--- src/rtl/assert_macros.svh ---
// assertion macros used by the top-level rtl file
`ifndef ASSERT_MACROS_SVH
`define ASSERT_MACROS_SVH
`ifndef ASSERT_OFF
// same-cycle implication, checked on every rising clk edge out of reset
`define RBR_ASSERT_IMP(label, ante, cons) \
  label: assert property (@(posedge clk) disable iff (!rst_n) (ante) |-> (cons)) \
    else $error("rbr assertion failed");
// next-cycle implication
`define RBR_ASSERT_NXT(label, ante, cons) \
  label: assert property (@(posedge clk) disable iff (!rst_n) (ante) |=> (cons)) \
    else $error("rbr assertion failed");
`else
`define RBR_ASSERT_IMP(label, ante, cons)
`define RBR_ASSERT_NXT(label, ante, cons)
`endif
`endif

--- src/rtl/rbr_pkg.sv ---
// shared widths, opcodes and controller/datapath structs
package rbr_pkg;
  localparam int OP_W    = 2;
  localparam int IDX_W   = 8;
  localparam int VAL_W   = 32;
  localparam int SLOPE_W = 17;
  localparam int ENTRY_W = 16;
  localparam int TCNT_W  = 9;

  typedef enum logic [OP_W-1:0] {
    OP_RELAX  = 2'd0,
    OP_PRESET = 2'd1,
    OP_SUBST  = 2'd2,
    OP_NONE   = 2'd3
  } op_t;

  typedef struct packed {
    logic accept;    // latch word, issue memory reads
    logic dispatch;  // divider init and slope products
    logic div_step;  // one quotient bit
    logic mul_icp;   // intercept products
    logic finish;    // load result, write state
  } rbr_cmd_t;

  typedef struct packed {
    op_t  op;
    logic unfixed;
  } rbr_stat_t;
endpackage

--- src/rtl/rbr_ctrl.sv ---
// sequencing state machine for relax, preset and substitute words
module rbr_ctrl import rbr_pkg::*; #(
  parameter int FRAC_BITS = 16
) (
  input  logic      clk,
  input  logic      rst_n,
  input  logic      in_valid,
  output logic      in_ready,
  input  logic      out_ready,
  output logic      out_valid,
  input  rbr_stat_t stat,
  output rbr_cmd_t  cmd
);
  localparam int CW = $clog2(FRAC_BITS);

  typedef enum logic [2:0] {
    S_IDLE, S_DISPATCH, S_DIV, S_MUL_ICP, S_FIN
  } state_t;

  state_t        state_r;
  logic [CW-1:0] cnt_r;
  logic          out_valid_r;
  logic          slot_free;

  assign slot_free = !out_valid_r || out_ready;
  assign in_ready  = (state_r == S_IDLE);
  assign out_valid = out_valid_r;

  always_comb begin
    cmd          = '0;
    cmd.accept   = (state_r == S_IDLE) && in_valid;
    cmd.dispatch = (state_r == S_DISPATCH);
    cmd.div_step = (state_r == S_DIV);
    cmd.mul_icp  = (state_r == S_MUL_ICP);
    cmd.finish   = (state_r == S_FIN) && slot_free;
  end

  always_ff @(posedge clk) begin
    if (!rst_n) begin
      state_r     <= S_IDLE;
      cnt_r       <= '0;
      out_valid_r <= 1'b0;
    end else begin
      // a new result replaces the one draining in the same cycle
      if ((state_r == S_FIN) && slot_free) begin
        out_valid_r <= 1'b1;
      end else if (out_valid_r && out_ready) begin
        out_valid_r <= 1'b0;
      end
      unique case (state_r)
        S_IDLE: begin
          if (in_valid) begin
            state_r <= S_DISPATCH;
          end
        end
        S_DISPATCH: begin
          cnt_r <= '0;
          unique case (stat.op)
            OP_RELAX: state_r <= stat.unfixed ? S_DIV : S_FIN;
            OP_SUBST: state_r <= S_MUL_ICP;
            default:  state_r <= S_FIN;
          endcase
        end
        S_DIV: begin
          cnt_r <= cnt_r + 1'b1;
          if (cnt_r == CW'(FRAC_BITS - 1)) begin
            state_r <= S_MUL_ICP;
          end
        end
        S_MUL_ICP: state_r <= S_FIN;
        S_FIN: begin
          if (slot_free) begin
            state_r <= S_IDLE;
          end
        end
        default: state_r <= S_IDLE;
      endcase
    end
  end
endmodule

--- config.mk ---
export PLATFORM = sky130hd
export DESIGN_NAME = rbr_ctrl
export DESIGN_NICKNAME = d
export VERILOG_FILES = /design/src/rtl/assert_macros.svh /design/src/rtl/rbr_pkg.sv /design/src/rtl/rbr_ctrl.sv
export SDC_FILE = /design/constraint.sdc
export NUM_CORES = 1
export LEC_CHECK = 0
export BUFFER_PORTS_ARGS = -buffer_cell sky130_fd_sc_hd__buf_2
export CORE_AREA = 5 5 42 44
export CTS_BUF_LIST = sky130_fd_sc_hd__clkbuf_16
export DETAILED_ROUTE_END_ITERATION = 10
export DIE_AREA = 0 0 47 49
export PLACE_DENSITY = 0.56
export SYNTH_ARGS = -nofsm -noshare
export SYNTH_HDL_FRONTEND = slang
export SYNTH_SLANG_ARGS = --single-unit
export TNS_END_PERCENT = 30
--- constraint.sdc ---
create_clock -name clk -period 1.5 [get_ports clk]
set_clock_uncertainty 0.2 [all_clocks]
set_input_delay 0.075 -clock clk [delete_from_list [all_inputs] [get_ports clk]]
set_output_delay 0.075 -clock clk [all_outputs]
set_load 0.02 [all_outputs]
==> out/results.ini, run 1 <==
[critical_path]
crit_start=state_r[2]
r2r-start=state_r[1]
critPathCapture=cmd[3]
critPathMaxFanout=3
worstReg2RegEnd=cnt_r[3]
cp.required_ns=1.22
reg2reg_slack_ns=0.02
crit_type=reg -> out
path_cells=buf_6 -> or3b_4 -> inv_2 -> buf_6
cpMaxStageDelayCell=or3b_4
arrival_ns=1.22
crit_path_start_kind=register
cp-end-kind=output port
reg2reg_depth=4
cpMostUsedCell=buf_6
max_stage_delay_ns=0.38

[route]
vias=449
antenna_left=0
viasPerCell=4.83
dr.first_iter.drc_count=1
drc=0
wire_per_inst_um=11.7
dr.pass1.iters=4
finalWirelength_mm=1.09

[grt]
grt_antenna_before_repair=0
grt_max_degree=9
grt_usage_pct=12.0
grt_overflow=0
grt_pass1_wl_mm=1.92
grt_pass1_vias=414

[die]
coreArea_um2=1400
fp.dieH_um=49
start_util_pct=30.6
io_pins=14
std_cell_rows=14
die_area_um2=2300
die_x_um=47

[final_layout]
drive_above_1_share_pct=44.2
fin_area_um2=742
area_delta_synth_final_pct=72.9
layout.nets=87
antenna_cells=0

[pwr]
leakage_nw=0.323
power_density_nw_per_um2=1170
ir_worst_vdd_uv=826

[timing]
slew_viol_final=0
fin_ws_ns=0.00270
fin_crit_sh_pct=99.8
fmax_mhz=668
worst-slew-pin-transition_ns=0.332
timing.max_slew.rel_slack_pct=77.6
fin_crit_ns=1.50
hold_viol=0
rsz0062_at_grt=true
setup_viol=0
setup_tns_ns=0

[clock_network]
cts_sinks=8
clk_latency_ns=0.23
h-tree-depth=1
root_buffer=clkbuf_16
path_clk_slew_ns=0.04
cts_tree=built
cts_buffer_depth=2
numCtsBuffers=3

[hold_path]
worstHoldPathType=in -> reg

[placed_design]
dpl.hpwl_um=794
io_buffer_count=13
gp_congestion=0.807
postPlaceCellArea_um2=567
dp_slack_ns=0.0154

[outcome]
status=completed

[yosys]
yosys_warnings=0
synth_seq_area_share_pct=37.3
synth_area_per_cell_um2=8.58
syn_nets=58
syn-cell-area_um2=429
syn_inst=50
synth_cell_types=24
synth-seq-cells=8

[run]
cap_violations=0

-- sequential cells by signal (all words and copies together) (netlist names) --
signal and cells:
out_valid 1, cnt_r 4, state_r 3
-- area by class of cell --
class / count / area (µm²)
Clock buffer: 3 / 75.1
Fill cell: 142 / 659
Inverter: 5 / 23.8
Multi-Input combinational cell: 37 / 275
Sequential cell: 8 / 165
Tap cell: 16 / 20.0
Timing Repair Buffer: 24 / 183
-- power by group --
group          switching, mW  total, mW  internal (mW)
clock                  0.102      0.445          0.343
sequential           0.00930      0.234          0.224
combinational         0.0961      0.190         0.0935
-- layer usage --
layer / vias to the layer above / track usage, % / routed length, µm
met5: - / 0 / 0
met4: 0 / 6.91 / 23
met3: 4 / 5.90 / 75
met2: 9 / 17.6 / 535
met1: 201 / 13.4 / 453
li1: 235 / - / -
-- critical path: cells and delay by family, from the launching register on --
family	cells	cell delay [ns]
buffers and inverters	3	0.28
flip-flops	1	0.33
AND/OR/NAND/NOR	1	0.38
-- timing repair --
item / in CTS / in global routing
pin swaps: 2 / 5
hold buffers: 4 / 0
hold endpoints to repair: 4 / 0
endpoints found under the setup margin: 5 / 8
resized for setup: 9 / 6
setup buffers: 1 / 0
-- how the worst min path moves through the flow --
stage | startpoint | endpoint | slack [ns] | cells past startpoint
floorplan | stat[2] | state_r[0] | 0.02 | 2
global route | in_valid | state_r[2] | 0.06 | 4
global placement | stat[2] | state_r[0] | 0.16 | 3
finish | in_valid | state_r[2] | 0.05 | 4
CTS | in_valid | state_r[2] | 0.05 | 4
detailed placement | stat[2] | state_r[0] | 0.16 | 3
-- kinds of logic after synthesis --
group	after synthesis	share of synthesized area, %
adder cells (fa/ha/maj)	1	2.91
flip-flops	8	37.3
AO/OA/AOI/OAI	11	21.9
AND/OR/NAND/NOR	25	32.4
buffers and inverters	5	5.54
-- metrics by stage --
stage          hold slack [ns]  power, mW  utilization, %  std cells
6_report                0.0456      0.869            52.9         93
5_1_grt                 0.0594      0.917            52.9         93
4_1_cts                 0.0452      0.871            51.2         93
3_5_place_dp             0.160      0.381            40.4         85
3_3_place_gp             0.156      0.380            40.4         85
2_1_floorplan           0.0194      0.323               -         50
-- placed cells by master, fill, tap and decap left out --
cell	n
a211oi_1	1
a211oi_2	1
a21oi_1	4
a221o_1	1
a311oi_1	1
a311oi_2	1
a41oi_2	1
and2_1	1
and3_1	1
buf_2	9
buf_4	7
buf_6	4
clkbuf_16	3
clkinv_4	1
dfxtp_1	6
dfxtp_2	1
dfxtp_4	1
dlygate4sd3_1	4
ha_1	1
inv_1	3
inv_2	1
nand2_1	5
nand2b_1	2
nand3_1	4
nand3b_1	1
nor2_1	4
nor2b_1	2
nor3_4	1
nor3b_4	1
o311ai_0	1
or2b_1	1
or3b_4	2
-- cell usage after synthesis --
cell	n	area (µm²)
dfxtp_1	8	160
or3b_4	1	11.3
nor3b_1	1	7.51
nand3_1	4	20.0
nor2b_1	2	12.5
a311oi_1	1	8.76
clkinv_4	1	8.76
a21oi_1	4	20.0
ha_1	1	12.5
a221o_1	1	10.0
o311ai_0	1	8.76
and3_1	1	6.26
a211oi_1	2	15.0
nor3_1	1	5.00
or3b_1	1	8.76
nand2_1	5	18.8
nand3b_1	1	7.51
a311oi_2	1	15.0
inv_1	4	15.0
a41oi_2	1	16.3
nor2_1	4	15.0
or2b_1	1	7.51
nand2b_1	2	12.5
and2_1	1	6.26
Note: power is estimated with default switching activity, not from simulation.
==> run 2, diff against run 1 <==
--- a/config.mk
+++ b/config.mk
@@ -6,10 +6,10 @@
 export NUM_CORES = 1
 export LEC_CHECK = 0
 export BUFFER_PORTS_ARGS = -buffer_cell sky130_fd_sc_hd__buf_2
-export CORE_AREA = 5 5 42 44
+export CORE_AREA = 2 2 39 41
 export CTS_BUF_LIST = sky130_fd_sc_hd__clkbuf_16
 export DETAILED_ROUTE_END_ITERATION = 10
-export DIE_AREA = 0 0 47 49
+export DIE_AREA = 0 0 41 43
 export PLACE_DENSITY = 0.56
 export SYNTH_ARGS = -nofsm -noshare
 export SYNTH_HDL_FRONTEND = slang
==> constraint.sdc (replaced) <==
create_clock -name clk -period 1.5 [get_ports clk]
set_clock_uncertainty 0.2 [all_clocks]
set_input_delay 0.45 -clock clk [delete_from_list [all_inputs] [get_ports clk]]
set_output_delay 0.45 -clock clk [all_outputs]
set_load 0.02 [all_outputs]
==> run 2 against run 1 <==
  * The flow now finishes with violations (negative setup slack)
  * Global-route usage grew 4.4 points
  * Clock power grew 0.9%
  * Sequential share of layout area shrank 1.7 points
  * Routed wire length grew 12%
  * Worst setup slack lost 0.33 ns
  * Register-to-register slack lost 0.22 ns
  * Critical endpoint is now cmd[2]
==> out/results.ini, run 2 (same netlist as run 1, synthesis figures left out) <==
[outcome]
status=finished, violations left  ; was completed
violations=negative setup slack

[route]
dr.pass1.iters=2  ; was 4
vias=467  ; was 449
viasPerCell=4.72  ; was 4.83
wire_per_inst_um=12.3  ; was 11.7 µm
drc=0  ; unchanged
dr.first_iter.drc_count=3  ; was 1
finalWirelength_mm=1.22  ; was 1.09 mm
antenna_left=0  ; unchanged

[critical_path]
critPathCapture=cmd[2]  ; was cmd[3]
worstReg2RegEnd=cnt_r[3]  ; unchanged
reg2reg_slack_ns=-0.20  ; was 0.02 ns
arrival_ns=1.18  ; was 1.22 ns
critPathMaxFanout=4  ; was 3
cp.required_ns=0.85  ; was 1.22 ns
crit_path_start_kind=register  ; unchanged
cp-end-kind=output port  ; unchanged
r2r-start=state_r[1]  ; unchanged
crit_type=reg -> out  ; unchanged
reg2reg_depth=7  ; was 4
crit_start=state_r[1]  ; was state_r[2]

[die]
start_util_pct=31.0  ; was 30.6%
std_cell_rows=14  ; unchanged
io_pins=14  ; unchanged
fp.dieH_um=43  ; was 49 µm
coreArea_um2=1380  ; was 1400 µm²
die_x_um=41  ; was 47 µm
die_area_um2=1760  ; was 2300 µm²

[clock_network]
numCtsBuffers=3  ; unchanged
h-tree-depth=1  ; unchanged
root_buffer=clkbuf_16  ; unchanged
cts_buffer_depth=2  ; unchanged
cts_sinks=8  ; unchanged
cts_tree=built  ; unchanged
path_clk_slew_ns=0.04  ; about the same
clk_latency_ns=0.23  ; about the same

[placed_design]
dp.cells=93  ; was 85
dpl.hpwl_um=887  ; was 794 µm
gp_congestion=0.683  ; was 0.807
dp_slack_ns=-0.135  ; was 0.0154 ns
io_buffer_count=13  ; unchanged

[pwr]
internal_power_mw=0.691  ; was 0.661 mW
sw_frac_of_total_pct=23.9  ; about the same
leakage_nw=0.368  ; was 0.323 nW
ir_worst_vdd_uv=886  ; was 826 µV
p_switching_mw=0.217  ; was 0.207 mW
p_comb_share_pct=24.0  ; was 21.8%
p_clk_share_pct=49.4  ; was 51.3%
power_density_nw_per_um2=1110  ; was 1170 nW/µm²
pwr-share-seq_pct=26.6  ; was 26.9%

[timing]
fin_crit_sh_pct=122  ; was 99.8%
slew_viol_final=0  ; unchanged
fmax_mhz=548  ; was 668 MHz
fin_ws_ns=-0.326  ; was 0.00270 ns
setup_viol=12  ; was 0
worst-slew-pin-transition_ns=0.448  ; was 0.332 ns
timing.max_slew.rel_slack_pct=69.7  ; was 77.6%
hold_viol=0  ; unchanged
rsz0062_at_grt=true  ; unchanged
setup_tns_ns=-2.50  ; was 0 ns
fin_crit_ns=1.83  ; was 1.50 ns

[final_layout]
final_common_cell=buf_4  ; was buf_2
largest_register_ff_count=4  ; unchanged
utilization_pct=59.3  ; was 52.9%
area_delta_synth_final_pct=91.3  ; was 72.9%
top_register=cnt_r  ; unchanged
layout.nets=93  ; was 87
antenna_cells=0  ; unchanged
mostFrequentLayoutCells=13 x buf_4, 8 x buf_2, 8 x buf_6  ; was 9 x buf_2, 7 x buf_4, 6 x dfxtp_1
drive_above_1_share_pct=56.6  ; was 44.2%
fin_cells=99  ; was 93

[grt]
grt_pass1_vias=452  ; was 414
grt_overflow=0  ; unchanged
grt_pass1_wl_mm=1.92  ; unchanged
grt_antenna_before_repair=0  ; unchanged
grt_max_degree=7  ; was 9
grt_usage_pct=16.4  ; was 12.0%

[run]
cap_violations=0  ; unchanged

[hold_path]
worstHoldPathType=in -> reg  ; unchanged

[run 2: per-stage QoR]
stage	hold WS [ns]	cell area [µm²]	power, mW
6_report	0.294	821	0.908
5_1_grt	0.321	821	0.946
4_1_cts	0.295	806	0.912
3_5_place_dp	0.305	668	0.422
3_3_place_gp	0.288	668	0.419
2_1_floorplan	0.281	465	0.342
[run 2: power by group through the flow]
stage | logic, mW | clock network, mW | registers, mW
after global routing | 0.236 | 0.468 | 0.243
after detailed placement | 0.178 | 0 | 0.244
after global placement | 0.176 | 0 | 0.243
after CTS | 0.214 | 0.457 | 0.241
after floorplan | 0.0949 | 0 | 0.247
final | 0.218 | 0.449 | 0.241
[run 2: repair_timing]
| item | in CTS | in global routing |
|---|---|---|
| endpoints found under the setup margin | 9 | 12 |
| resized for setup | 14 | 2 |
| setup buffers | 2 | 1 |
| pin swaps | 7 | 3 |
| hold buffers | 0 | 0 |
[run 2: metal layers]
| metal | track usage [%] | vias up | part of all wire [%] |
|---|---|---|---|
| met5 | 0 | - | 0 |
| met4 | 6.00 | 0 | 0.33 |
| met3 | 6.28 | 2 | 6.2 |
| met2 | 26.6 | 14 | 53 |
| met1 | 18.5 | 203 | 40 |
| li1 | - | 248 | - |
[run 2: worst min-delay path by stage]
stage	start	end	slack (ns)	cells past startpoint
finish	stat[2]	state_r[0]	0.29	3
global route	stat[2]	state_r[0]	0.32	3
CTS	stat[2]	state_r[0]	0.29	3
detailed placement	state_r[0]	state_r[0]	0.31	1
global placement	state_r[0]	state_r[0]	0.29	1
floorplan	state_r[0]	state_r[0]	0.28	1
[run 2: layout make-up]
cell class / instances / area [µm²]
sequential: 8 / 169
tap: 16 / 20.0
multi-input combinational: 37 / 285
clock buffer: 3 / 75.1
inverter: 5 / 23.8
timing repair buffer: 30 / 248
fill: 125 / 563
[run 2: worst max-delay path, cell delays in order, from the launching register on]
cell,delay [ns]
dfxtp_4,0.37
or3b_4,0.41
clkinv_4,0.06
buf_6,0.10
==> run 3, diff against run 2 <==
--- a/config.mk
+++ b/config.mk
@@ -10,7 +10,7 @@
 export CTS_BUF_LIST = sky130_fd_sc_hd__clkbuf_16
 export DETAILED_ROUTE_END_ITERATION = 10
 export DIE_AREA = 0 0 41 43
-export PLACE_DENSITY = 0.56
+export PLACE_DENSITY = 0.55
 export SYNTH_ARGS = -nofsm -noshare
 export SYNTH_HDL_FRONTEND = slang
 export SYNTH_SLANG_ARGS = --single-unit
==> run 3 against run 2 <==
  * The run still ends with negative setup slack left
  * Routed wire length is 1.4% lower
  * Worst hold slack worse by 0.025 ns
  * Worst setup slack worse by 0.017 ns
  * Maximum frequency is 0.90% lower
  * Combinational power is 8% higher
  * Total power is 3.0% higher
  * Flip-flop and latch count stayed put
  * Clock-buffer cell count stayed put
  * Critical path depth is 1 higher
  * Critical path type unchanged
  * Critical endpoint is now cmd[0]
==> out/results.ini, run 3 (same netlist as run 1, synthesis figures left out) <==
[outcome]
status=finished, violations left  ; unchanged
violations=negative setup slack  ; unchanged

[final_layout]
multiInputGateArea_um2=300  ; was 285 µm²
area_delta_synth_final_pct=101  ; was 91.3%
largest_register_ff_count=4  ; unchanged
seqCellArea_um2=171  ; was 169 µm²
drive_above_1_share_pct=62.1  ; was 56.6%
mostFrequentLayoutCells=18 x buf_4, 7 x buf_2, 7 x buf_6  ; was 13 x buf_4, 8 x buf_2, 8 x buf_6
nFillCells=110  ; was 125
final_common_cell=buf_4  ; unchanged
layout.nets=96  ; was 93
antenna_cells=0  ; unchanged
fin_area_um2=863  ; was 821 µm²
fin_cells=103  ; was 99
utilization_pct=62.4  ; was 59.3%
top_register=cnt_r  ; unchanged

[die]
die_area_um2=1760  ; unchanged
coreArea_um2=1380  ; unchanged
die_x_um=41  ; unchanged
fp.dieH_um=43  ; unchanged
io_pins=14  ; unchanged
start_util_pct=31.0  ; unchanged
std_cell_rows=14  ; unchanged

[critical_path]
max_stage_delay_ns=0.35  ; was 0.41 ns
r2r-start=state_r[1]  ; unchanged
critPathMaxFanout=5  ; was 4
cp.required_ns=0.85  ; about the same
path_cells=buf_12 -> nor3b_4 -> nor2b_4 -> buf_6  ; was or3b_4 -> clkinv_4 -> buf_6
cp_top_family=simple AND/OR/NAND/NOR gates  ; unchanged
cpMaxStageDelayCell=dfxtp_4  ; was or3b_4
reg2reg_slack_ns=-0.18  ; was -0.20 ns
crit_type=reg -> out  ; unchanged
arrival_ns=1.19  ; was 1.18 ns
reg2reg_depth=6  ; was 7
crit_path_start_kind=register  ; unchanged
worst-path-buf-inv=2  ; unchanged
worstReg2RegEnd=state_r[0]  ; was cnt_r[3]
cp-end-kind=output port  ; unchanged

[clock_network]
holdBufCountCts=0  ; unchanged
h-tree-depth=1  ; unchanged
path_clk_slew_ns=0.04  ; about the same
clk_latency_ns=0.24  ; was 0.23 ns
cts_buffer_depth=2  ; unchanged
numCtsBuffers=3  ; unchanged
cts_sinks=8  ; unchanged
root_buffer=clkbuf_16  ; unchanged
cts_tree=built  ; unchanged

[pwr]
ir_worst_vdd_uv=664  ; was 886 µV
totalPowerFinal_mw=0.935  ; was 0.908 mW
leakage_nw=0.388  ; was 0.368 nW
power_density_nw_per_um2=1080  ; was 1110 nW/µm²
pwr-share-seq_pct=25.5  ; was 26.6%
sw_frac_of_total_pct=24.6  ; was 23.9%
p_switching_mw=0.230  ; was 0.217 mW
p_clk_share_pct=49.4  ; about the same
internal_power_mw=0.706  ; was 0.691 mW
p_comb_share_pct=25.1  ; was 24.0%

[run]
cap_violations=0  ; unchanged

[placed_design]
dp.cells=92  ; was 93
io_buffer_count=13  ; unchanged
dp_slack_ns=-0.147  ; was -0.135 ns
gp_congestion=0.650  ; was 0.683
dpl.hpwl_um=790  ; was 887 µm
postPlaceCellArea_um2=661  ; was 668 µm²

[route]
dr.pass1.iters=4  ; was 2
drc=0  ; unchanged
viasPerCell=4.83  ; was 4.72
vias=497  ; was 467
antenna_left=0  ; unchanged
dr.first_iter.drc_count=11  ; was 3
wire_per_inst_um=11.7  ; was 12.3 µm
finalWirelength_mm=1.20  ; was 1.22 mm

[timing]
fin_crit_ns=1.84  ; was 1.83 ns
setup_viol=10  ; was 12
slew_viol_final=0  ; unchanged
holdWs_ns=0.269  ; was 0.294 ns
worst-slew-pin-transition_ns=0.377  ; was 0.448 ns
hold_viol=0  ; unchanged
fmax_mhz=543  ; was 548 MHz
setup_tns_ns=-2.25  ; was -2.50 ns
fin_crit_sh_pct=123  ; was 122%
fin_ws_ns=-0.342  ; was -0.326 ns
timing.max_slew.rel_slack_pct=74.5  ; was 69.7%
rsz0062_at_grt=true  ; unchanged

[grt]
grt_pass1_vias=464  ; was 452
grt_overflow=0  ; unchanged
grt_antenna_before_repair=0  ; unchanged
grt_max_degree=7  ; unchanged
grt_usage_pct=15.5  ; was 16.4%
grt_pass1_wl_mm=1.77  ; was 1.92 mm

[hold_path]
min_path_cells=1  ; was 3
min-delay-start=state_r[0]  ; was stat[2]
min_to=state_r[0]  ; unchanged
worstHoldPathType=reg -> reg  ; was in -> reg

[run 3: what timing repair did]
action                                  4_1_cts  5_1_grt
buffers inserted                              3        4
endpoints found under the setup margin        9       10
pin swaps                                     6        6
gates resized for setup                      15        6
[run 3: how the worst max path moves through the flow]
stage | end | cells past startpoint | from
finish | cmd[0] | 4 | state_r[0]
global route | cmd[0] | 4 | state_r[0]
CTS | cmd[4] | 4 | state_r[1]
detailed placement | cmd[2] | 3 | state_r[0]
global placement | cmd[0] | 4 | state_r[0]
floorplan | cmd[4] | 2 | state_r[0]
[run 3: routing by layer]
metal	share of wire (%)	track usage, %	up-vias
li1	-	-	255
met1	42	16.9	225
met2	50	23.4	15
met3	5.7	6.28	2
met4	1.8	10.0	0
met5	0	0	-
[run 3: final cells by class]
type	count	share of cell area, %
Clock inverter	1	0.435
Multi-Input combinational cell	37	34.8
Tap cell	16	2.32
Clock buffer	3	8.70
Sequential cell	8	19.9
Timing Repair Buffer	33	31.2
Inverter	5	2.75
[run 3: power groups by stage]
stage / registers (mW) / logic, mW / clock network, mW
final: 0.239 / 0.235 / 0.462
after global routing: 0.241 / 0.252 / 0.480
after floorplan: 0.247 / 0.0949 / 0
after detailed placement: 0.241 / 0.182 / 0
after global placement: 0.241 / 0.182 / 0
after CTS: 0.239 / 0.211 / 0.474
